## src/rtl/core/odcs_pkg.sv

```systemverilog
`default_nettype none
package odcs_pkg;
   localparam logic [2:0] KIND_V1 = 3'd0;
   localparam logic [2:0] KIND_V2 = 3'd1;
   localparam logic [2:0] KIND_VC = 3'd2;
   localparam logic [2:0] KIND_KEI = 3'd3;
   localparam logic [2:0] KIND_KEF = 3'd4;
   localparam logic [2:0] KIND_LOSS = 3'd5;
   localparam logic [1:0] ST_OK = 2'd0;
   localparam logic [1:0] ST_MISSING = 2'd1;
   localparam logic [1:0] ST_ZERO_MASS = 2'd2;

   typedef struct packed {
      logic        mode;
      logic        err;
      logic [1:0]  status;
      logic [31:0] mass_a;
      logic [31:0] mass_b;
      logic [31:0] speed_a;
      logic [31:0] speed_b;
   } job_type;
endpackage
`default_nettype wire

```

## src/rtl/core/odcs_front.sv

```systemverilog
`default_nettype none
// Classifies an incoming word into an error or a solve job; one-entry queue to the back.
module odcs_front (
   input  wire logic            clock,
   input  wire logic            reset,
   input  wire logic            start,
   output logic                 busy,
   input  wire logic            req_mode,
   input  wire logic [31:0]     req_mass_a,
   input  wire logic [31:0]     req_mass_b,
   input  wire logic [31:0]     req_speed_a,
   input  wire logic [31:0]     req_speed_b,
   input  wire logic            req_all_given,
   output odcs_pkg::job_type    job,
   output logic                 job_valid,
   input  wire logic            job_take
);
   import odcs_pkg::*;
   logic    valid_ff, valid_in;
   job_type job_ff, job_in;
   logic [32:0] total;

   assign total = {1'b0, req_mass_a} + {1'b0, req_mass_b};
   assign busy = valid_ff && !job_take;
   assign job = job_ff;
   assign job_valid = valid_ff;

   always_comb begin
      job_in = job_ff;
      valid_in = valid_ff && !job_take;
      if (start && !busy) begin
         valid_in = 1'b1;
         job_in.mode = req_mode;
         job_in.mass_a = req_mass_a;
         job_in.mass_b = req_mass_b;
         job_in.speed_a = req_speed_a;
         job_in.speed_b = req_speed_b;
         job_in.err = !req_all_given || (total == '0);
         job_in.status = !req_all_given ? ST_MISSING
                       : (total == '0) ? ST_ZERO_MASS : ST_OK;
      end
   end

   always_ff @(posedge clock) begin
      if (reset) valid_ff <= 1'b0;
      else valid_ff <= valid_in;
      job_ff <= job_in;
   end
endmodule
`default_nettype wire

```

## config.mk

```make
export PLATFORM = sky130hd
export DESIGN_NAME = odcs_front
export DESIGN_NICKNAME = d
export VERILOG_FILES = /design/src/rtl/core/odcs_pkg.sv /design/src/rtl/core/odcs_front.sv
export SDC_FILE = /design/constraint.sdc
export NUM_CORES = 1
export LEC_CHECK = 0
export BUFFER_PORTS_ARGS = -buffer_cell sky130_fd_sc_hd__buf_2
export CAP_MARGIN = 25
export CORE_MARGIN = 4
export CORE_UTILIZATION = 49
export CTS_BUF_LIST = sky130_fd_sc_hd__clkbuf_8
export CTS_CLUSTER_SIZE = 24
export DETAILED_ROUTE_END_ITERATION = 16
export PLACE_DENSITY = 0.86
export SLEW_MARGIN = 20
export SYNTH_ARGS = -nofsm -noshare
export SYNTH_HDL_FRONTEND = slang
export SYNTH_SLANG_ARGS = --single-unit
```

## constraint.sdc

```tcl
create_clock -name clock -period 10.8 [get_ports clock]
set_input_delay 2.16 -clock clock [delete_from_list [all_inputs] [get_ports clock]]
set_output_delay 2.16 -clock clock [all_outputs]
set_load 0.01 [all_outputs]
```

# == Word-level counts from Yosys, hierarchy flattened ==
# Cells that the tools add are included.
# classes
add_sub_neg,1
n_mux,2
n_reduce_logical,7
# ops
op,count
$add A32 B32 Y33,1
$logic_not A33 Y1,1
$logic_not A1 Y1,3
$logic_and A1 B1 Y1,2
$mux W2,1
$logic_or A1 B1 Y1,1
$mux W1,1
# word_totals
output_inout_bits,134
word_cells,18
register_bits,133
inputBits,134

# == Longest topological paths before layout ==
# Gate-level depths: netlist of run 1.
# depth
depth_word,5
depth_mapped,11
mapped_depth_nobuf,11

# == Worst setup path after synthesis of run 1 ==
# OpenSTA, ideal clock, no wires.
# synth_path
path_kind,input to register
startpoint,input port job_take
endpoint,"register job_ff, in the netlist job[0], enable pin"
required_ns,10.160
path_slack_ns,2.084
n_path_buf,0
setup_ns,0.640
path_stages,2
arrival_ns,8.077
cell_sequence,nor2b_1 -> nor2b_1
# synth_via
elab_chain_cells,4
# synth_rtl
item,line_no,text
start: declaration,odcs_front.sv:16,input wire logic job_take
$logic_not A1 Y1,odcs_front.sv:24,assign busy = valid_ff && !job_take;
$logic_and A1 B1 Y1,odcs_front.sv:24,
$logic_not A1 Y1,odcs_front.sv:31,if (start && !busy) begin
$logic_and A1 B1 Y1,odcs_front.sv:31,
end signal: assignment,odcs_front.sv:47,job_ff <= job_in;
end: declaration,odcs_front.sv:20,"job_type job_ff, job_in;"
# No other way between the ends.
# A chain may end at the register's enable or synchronous reset.

# == Final worst setup path of run 1 ==
# layout_path
startpoint,input port job_take
endpoint,output port busy
# layout_via
elab_chain_cells,2
# layout_rtl
item,line_no,text
$logic_not A1 Y1,odcs_front.sv:24,
$logic_and A1 B1 Y1,odcs_front.sv:24,
end: declaration,odcs_front.sv:7,"output logic busy,"
# No other way between the ends.

==> results of run 1 <==
cells in the mapped netlist (4+ instances only):
master | number | area, sq um
edfxtp_1 | 132 | 3960
buf_2 | 6 | 30.0
ha_1 | 32 | 400
inv_1 | 4 | 15.0
o21bai_1 | 4 | 30.0
a21oi_1 | 38 | 190
nand3_1 | 7 | 35.0
o21ai_0 | 14 | 70.1
xnor2_1 | 9 | 78.8
o211ai_1 | 4 | 30.0
a31oi_1 | 4 | 25.0
nand2_1 | 28 | 105
nor2_1 | 20 | 75.1
nand4_1 | 12 | 75.1
o21ai_1 | 4 | 20.0
or3_1 | 4 | 25.0
xor2_1 | 6 | 52.6
clkbuf_1 | 4 | 15.0
a21o_1 | 12 | 90.1
o21a_1 | 4 | 30.0
nor3_1 | 10 | 50.1
and3_1 | 6 | 37.5
power breakdown:
part           internal (mW)  leakage, nW  total (mW)  switching [mW]
Clock                  0.237        0.209       0.438           0.201
Sequential             0.604         1.29       0.612         0.00795
Combinational         0.0862         1.86       0.209           0.123
Total                  0.927         3.36        1.26           0.332
sequential cells by signal (all words and copies together) (netlist names):
| signal | flops |
|---|---|
| job | 132 |
| job_valid | 1 |
logic make-up after synthesis:
| kind of cell | Yosys count | share of synthesized area |
|---|---|---|
| AO/OA/AOI/OAI | 113 | 0.128 |
| XOR/XNOR | 15 | 0.0222 |
| flip-flops | 133 | 0.673 |
| adder cells (fa/ha/maj) | 33 | 0.0710 |
| AND/OR/NAND/NOR | 106 | 0.0911 |
| multiplexers | 2 | 0.00359 |
| buffers and inverters | 15 | 0.0110 |
per-stage QoR:
stage               cells  cell area, sq um
global route          854              7840
detailed placement    818              7410
global placement      818              7410
CTS                   850              7830
finish                854              7840
floorplan             417              5920
worst max-delay path, delay by kind of cell:
| kind | cells | cell delay (ns) |
|---|---|---|
| simple gates | 1 | 0.31 |
| buf+inv | 2 | 0.31 |
routing by layer:
metal | vias to the layer above | global-route usage
met2 | 237 | 0.432
met1 | 2274 | 0.251
met3 | 27 | 0.0750
li1 | 2220 | -
met4 | 0 | 0.0696
met5 | - | 0
worst max-delay path by stage:
stage,startpoint,to,slack [ns]
after detailed placement,req_mass_a[0],job[129],5.61
final,job_take,busy,5.87
after global placement,req_mass_a[0],job[129],5.71
after floorplan,job_take,job[0],2.08
after global routing,req_mass_a[0],job[129],5.64
after CTS,job_take,busy,5.87
final cells by class:
| type | instances | area, sq um | share of cell area |
|---|---|---|---|
| repair buffers | 269 | 1350 | 0.172 |
| clock inverters | 14 | 176 | 0.0225 |
| well taps | 143 | 179 | 0.0228 |
| inverters | 4 | 15.0 | 0.00191 |
| flip-flops and latches | 133 | 3980 | 0.508 |
| multi-input cells | 269 | 1880 | 0.240 |
| clock buffers | 18 | 248 | 0.0316 |
| diodes | 4 | 10.0 | 0.00128 |
==> metrics.md, run 1 <==
| Metric | Value |
|---|---|
| Outcome | completed |
| Setup TNS | 0 ns |
| Final WL | 16,500 um |
| Final WS setup | between 5 and 6 ns |
| Hold path cells | 3 |
| Reg clk slew, reported paths | around 0.080 ns |
| Worst slew pin tran | approximately 0.94 ns |
| Mapped cell area | approximately 5900 sq um |
| Met3 routed WL | roughly 1200 um |
| Worst Setup End Kind | output port |
| Most used DFF post-synth | edfxtp_1 |
| Max_slew headroom | 0.375 |
| Worst min path class | reg2reg |
| Top sig layer | met4 |
| DR vias | 4,758 |
| Warnings from Yosys | 0 |
| Setup violators final | 0 |
| Startpoint types | primary input |
| Die Wd | around 120 um |
| Critical-path top delay cell | nor2b_1 |
| Worst-Skew Late Latency | between 0.4 and 0.5 ns |
| Layout Nets | 861 |
| Pre-CTS setup slack | about 5.6 ns |
| Final Util | 0.675 |
| Vias in the first global route | 4,919 |
| Boundary Pins | about 270 |
| RSZ-0062 raised after global routing | no |
| Post-synthesis register bit count | approximately 130 |
| EDFF count, synth | around 130 |
| Mapped Nets | between 500 and 600 |
| All-Layer GR Usage | 0.232 |
| IR drop worst, VDD | around 96 uV |
| CTS Buffer Depth | 2 |
| Syn_area_per_cell | roughly 14 sq um |
| Clk sinks | ~130 |
| R2r startpoint | job_valid |
| PD cells | 161 nW/um^2 |
| Num rows | 39 |
| Synth unique cells | 62 |
| First DRT Iteration DRCs | ~430 |
| Crit-path max FO | 3 |
| Root Driver | clkbuf_8 |
| Wl on met1 | 5850 um |
| Buffer count from post-CTS setup fixing | 0 |
| Met2 wire len | 9070 um |
| H-tree Lvls | 4 |
| Synth async-reset ratio | 0 |
| # DRC | 0 |
| Synth Instances | about 420 |
| Hold buffers post-CTS | 0 |
| Fill cells | a little under 900 |
| CP cell instances | buf_2 -> nor2b_1 -> buf_2 |
| First-pass GRT wire length | 25,300 um |
| CTS resizes | 0 |
| Initial Util | 0.510 |
| Most common cell on crit path | buf_2 |
| Layout cell share with drive strength beyond 1 | 0.437 |
| Post-DRT Antenna Nets | 0 |
| Placer Congestion | a little under 0.9 |
| I/O Buffers | approximately 270 |
| Cell depth of the worst flop-to-flop path | 3 |
| Area Overhead vs Synth | 32.5% |
| Reg2Reg Setup Slack | 9.01 ns |
| CP Data Required Time | 8.64 ns |
| P_leak | approximately 3.4 nW |
| Avg WL per Cell | around 19 um |
| Register area share after synthesis | 0.673 |
| Cts bufs inserted | 17 |
| Most frequent cells in the layout | buf_2, edfxtp_1, a21oi_1 |
| Min Tclk post-route | 4.93 ns |
| Hold Slack | 0.709 ns |
| Kind of critical path | in2out |
| Max Clk Rate | approximately 0.20 GHz |
| Critical path's largest stage delay | roughly 0.31 ns |
| Endpoints failing hold | 0 |
| R2r endpoint | job[3] |
| Initial antenna violation count | 3 |
| Tcrit/Tclk final | 0.457 |
| Max-capacitance violation count | 0 |
| Die Height | roughly 120 um |
| Via density | 5.57 |
| Hold Path Sink | job_valid |
| CTS tree | yes |
| Clock skew | approximately 0.008 ns |
| Core ar. | approximately 12,000 sq um |
| Grt ovf | 0 |
| Most common cell after layout, fill and taps aside | buf_2 |
| Largest net degree at the start of global routing | between 70 and 80 |
| HPWL Detailed | around 13,000 um |
| Total power draw | roughly 1.3 mW |
| Final Max Tran Viols | 0 |
| Hold_sp | job_valid |
| Drt first pass iters | 5 |
| Critical Path AT | around 2.8 ns |
| Die area | 13,900 sq um |
Note: power is estimated with default switching activity, not from simulation.
==> run 2, diff against run 1 <==
--- a/config.mk
+++ b/config.mk
@@ -5,14 +5,15 @@
 export SDC_FILE = /design/constraint.sdc
 export NUM_CORES = 1
 export LEC_CHECK = 0
+export ABC_AREA = 1
 export BUFFER_PORTS_ARGS = -buffer_cell sky130_fd_sc_hd__buf_2
 export CAP_MARGIN = 25
 export CORE_MARGIN = 4
-export CORE_UTILIZATION = 49
+export CORE_UTILIZATION = 50
 export CTS_BUF_LIST = sky130_fd_sc_hd__clkbuf_8
 export CTS_CLUSTER_SIZE = 24
 export DETAILED_ROUTE_END_ITERATION = 16
-export PLACE_DENSITY = 0.86
+export PLACE_DENSITY = 0.85
 export SLEW_MARGIN = 20
 export SYNTH_ARGS = -nofsm -noshare
 export SYNTH_HDL_FRONTEND = slang
==> constraint.sdc (replaced) <==
create_clock -name clock -period 4.75 [get_ports clock]
set_input_delay 0.95 -clock clock [delete_from_list [all_inputs] [get_ports clock]]
set_output_delay 0.95 -clock clock [all_outputs]
set_load 0.01 [all_outputs]
==> metrics.md, run 2 <==
| Metric | Value |
|---|---|
| CP cell instances | buf_2 -> ha_1 -> fa_1 -> nand2_1 -> nand2_1 -> nand3_1 -> nand2_1 -> nand2_1 -> nand2_1 -> nand2_1 -> nand2_1 -> nor2_1 -> nand2_1 -> nor2_1 -> nand3_1 -> nor2_1 -> nand2_1 -> nor2_2 (was buf_2 -> nor2b_1 -> buf_2) |
| CTS Buffer Depth | 2 (unchanged) |
| Final WL | 18,500 um (was 16,500 um) |
| Synth top area share | 0.601 (was 0.669) |
| All-Layer GR Usage | 0.243 (was 0.232) |
| Root Driver | clkbuf_8 (unchanged) |
| H-tree Lvls | 4 (unchanged) |
| Crit-path max FO | 4 (was 3) |
| CTS resizes | 0 (unchanged) |
| Largest net degree at the start of global routing | 45 (was 77) |
| Clock power share | 0.350 (was 0.348) |
| Syn_area_per_cell | 9.61 sq um (was 14.2 sq um) |
| HPWL Detailed | 15,100 um (was 12,800 um) |
| R2r startpoint | job_valid (unchanged) |
| Most common cell in the synthesized netlist | nand2_1 (was edfxtp_1) |
| # DRC | 0 (unchanged) |
| First DRT Iteration DRCs | 451 (was 433) |
| Most used DFF post-synth | edfxtp_1 (unchanged) |
| Hold Slack | 0.486 ns (was 0.709 ns) |
| RSZ-0062 raised after global routing | no (unchanged) |
| Switching Share | 0.272 (was 0.264) |
| Warnings from Yosys | 0 (unchanged) |
| Setup violators final | 0 (unchanged) |
| Setup TNS | 0 ns (unchanged) |
| Critical path's largest stage delay | 0.45 ns (was 0.31 ns) |
| Clock skew | 0.00720 ns (was 0.00802 ns) |
| Flop pwr share | 0.472 (was 0.486) |
| Post-Layout Cell Count | 1,164 (was 854) |
| Vias in the first global route | 5,252 (was 4,919) |
| Final Util | 0.675 (about the same) |
| I/O Buffers | 267 (unchanged) |
| Register area share after synthesis | 0.604 (was 0.673) |
| Cts bufs inserted | 17 (unchanged) |
| Placer Congestion | 0.876 (was 0.872) |
| Worst setup startpoint | req_mass_a[0] (was job_take) |
| Max_slew headroom | 0.626 (was 0.375) |
| Outcome | completed (unchanged) |
| Most common cell after layout, fill and taps aside | buf_2 (unchanged) |
| Reg clk slew, reported paths | 0.08 ns (about the same) |
| Tcrit/Tclk final | 0.567 |
| Layout Nets | 1,142 (was 861) |
| IR drop worst, VDD | 183 uV (was 95.5 uV) |
| Die Wd | 123 um (was 118 um) |
| Max reg flops | 132 (unchanged) |
| Max-capacitance violation count | 0 (unchanged) |
| P_leak | 4.36 nW (was 3.36 nW) |
| EDFF count, synth | 132 (unchanged) |
| First-pass GRT wire length | 27,000 um (was 25,300 um) |
| Die area | 15,100 sq um (was 13,900 sq um) |
| Min Tclk post-route | ~2.7 ns |
| Met2 wire len | 9630 um (was 9070 um) |
| Core ar. | 12,800 sq um (was 11,600 sq um) |
| Synth Instances | 687 (was 417) |
| Worst Setup End Kind | flip-flop (was output port) |
| Avg WL per Cell | 15.9 um (was 19.3 um) |
| Critical Path AT | 3.01 ns (was 2.77 ns) |
| Pre-CTS setup slack | 1.57 ns (was 5.61 ns) |
| Most common cell on crit path | nand2_1 (was buf_2) |
| Num rows | 41 (was 39) |
| Final Max Tran Viols | 0 (unchanged) |
| DR vias | 5,719 (was 4,758) |
| Via density | 4.91 (was 5.57) |
| Hold path cells | 2 (was 3) |
| Wl on met1 | 6870 um (was 5850 um) |
| Initial antenna violation count | 3 (unchanged) |
| Met3 routed WL | 1570 um (was 1230 um) |
| Reg2Reg Setup Slack | 3.03 ns (was 9.01 ns) |
| PD cells | 341 nW/um^2 (was 161 nW/um^2) |
| CP Data Required Time | 5.06 ns (was 8.64 ns) |
| Boundary Pins | 268 (unchanged) |
| Clk sinks | 133 (unchanged) |
| Final WS setup | 2.06 ns (was 5.87 ns) |
| Startpoint types | primary input (unchanged) |
| Hold_sp | job_valid (unchanged) |
| Worst-Skew Late Latency | 0.45 ns (about the same) |
| Initial Util | 0.517 (was 0.510) |
| Endpoints failing hold | 0 (unchanged) |
| Mapped cell area | 6600 sq um (was 5920 sq um) |
| Int Power | 2.14 mW (was 0.927 mW) |
| Post-DRT Antenna Nets | 0 (unchanged) |
| Layout cell share with drive strength beyond 1 | 0.324 (was 0.437) |
| Switching pwr | 0.799 mW (was 0.332 mW) |
| Cell depth of the worst flop-to-flop path | 4 (was 3) |
| Area Overhead vs Synth | 30.6% (was 32.5%) |
| Inst Count DP | 1,128 (was 818) |
| Worst min path class | reg2reg (unchanged) |
| Critical-path top delay cell | fa_1 (was nor2b_1) |
| Kind of critical path | in2reg (was in2out) |
| Synth unique cells | 25 (was 62) |
| Most frequent cells in the layout | buf_2, nand2_1, edfxtp_1 (was buf_2, edfxtp_1, a21oi_1) |
| Die Height | 123 um (was 118 um) |
| Top sig layer | met4 (unchanged) |
| Hold buffers post-CTS | 0 (unchanged) |
| Synth async-reset ratio | 0 (unchanged) |
| Synth top cells by count | nand2_1, edfxtp_1, inv_1, nor2_1, nand3_1 (was edfxtp_1, a21oi_1, ha_1, nand2_1, nor2_1) |
| Area contributors post-synth | edfxtp_1, nand2_1, inv_1, ha_1, nor2_1 (was edfxtp_1, ha_1, a21oi_1, nand2_1, a21o_1) |
| Cell taking the most area after synthesis | edfxtp_1 (unchanged) |
| Drt first pass iters | 5 (unchanged) |
| Worst slew pin tran | 0.560 ns (was 0.938 ns) |
| Gate power share | 0.178 (was 0.166) |
| Grt ovf | 0 (unchanged) |
| Post-synthesis register bit count | 133 (unchanged) |
| CTS tree | yes (unchanged) |
| Max Clk Rate | 0.371 GHz |
| Buffer count from post-CTS setup fixing | 0 (unchanged) |
| Mapped Nets | 854 (was 584) |
## run 2: worst max-delay path, delay by kind of cell
kind | cells | cell delay, ns
fa+ha+maj | 2 | 0.69
buf+inv | 1 | 0.11
simple gates | 15 | 1.25
## run 2: logic make-up after synthesis
logic type,Yosys count,share of synthesized area
DFF,133,0.604
xor gates and xnor gates,3,0.00398
buffers and inverters,115,0.0665
AOI/OAI and AO/OA,30,0.0262
and+or+nand+nor,373,0.236
adders and majority gates,33,0.0637
## run 2: area by class of cell
class | instances | area [sq um]
clock buffer | 17 | 234
clock inverter | 15 | 204
tap | 172 | 215
multi-input combinational | 439 | 2180
antenna | 4 | 10.0
fill | 1007 | 4160
sequential | 133 | 3980
timing repair buffer | 270 | 1360
inverter | 114 | 428
## run 2: per-stage QoR
step,power (mW),instance area (sq um)
floorplan,1.73,6610
global placement,1.92,8170
detailed placement,1.93,8170
CTS,2.95,8610
global route,3.08,8620
finish,2.94,8620
## run 2: power groups by stage
stage,clock (mW),sequential (mW),combinational [mW]
6_report,1.03,1.39,0.523
5_1_grt,1.10,1.39,0.585
4_1_cts,1.04,1.39,0.521
3_5_place_dp,0,1.41,0.516
3_3_place_gp,0,1.41,0.507
2_1_floorplan,0,1.46,0.273
## run 2: metal layers
metal,track usage,vias up
met2,0.436,257
li1,-,2827
met3,0.0613,26
met1,0.278,2609
met4,0.0945,0
met5,0,-
## run 2: final timing paths
check,endpoint
worst min register to register,job_valid
worst min-delay path,job_valid
worst max-delay path,job[129]
worst max register to register,job[85]
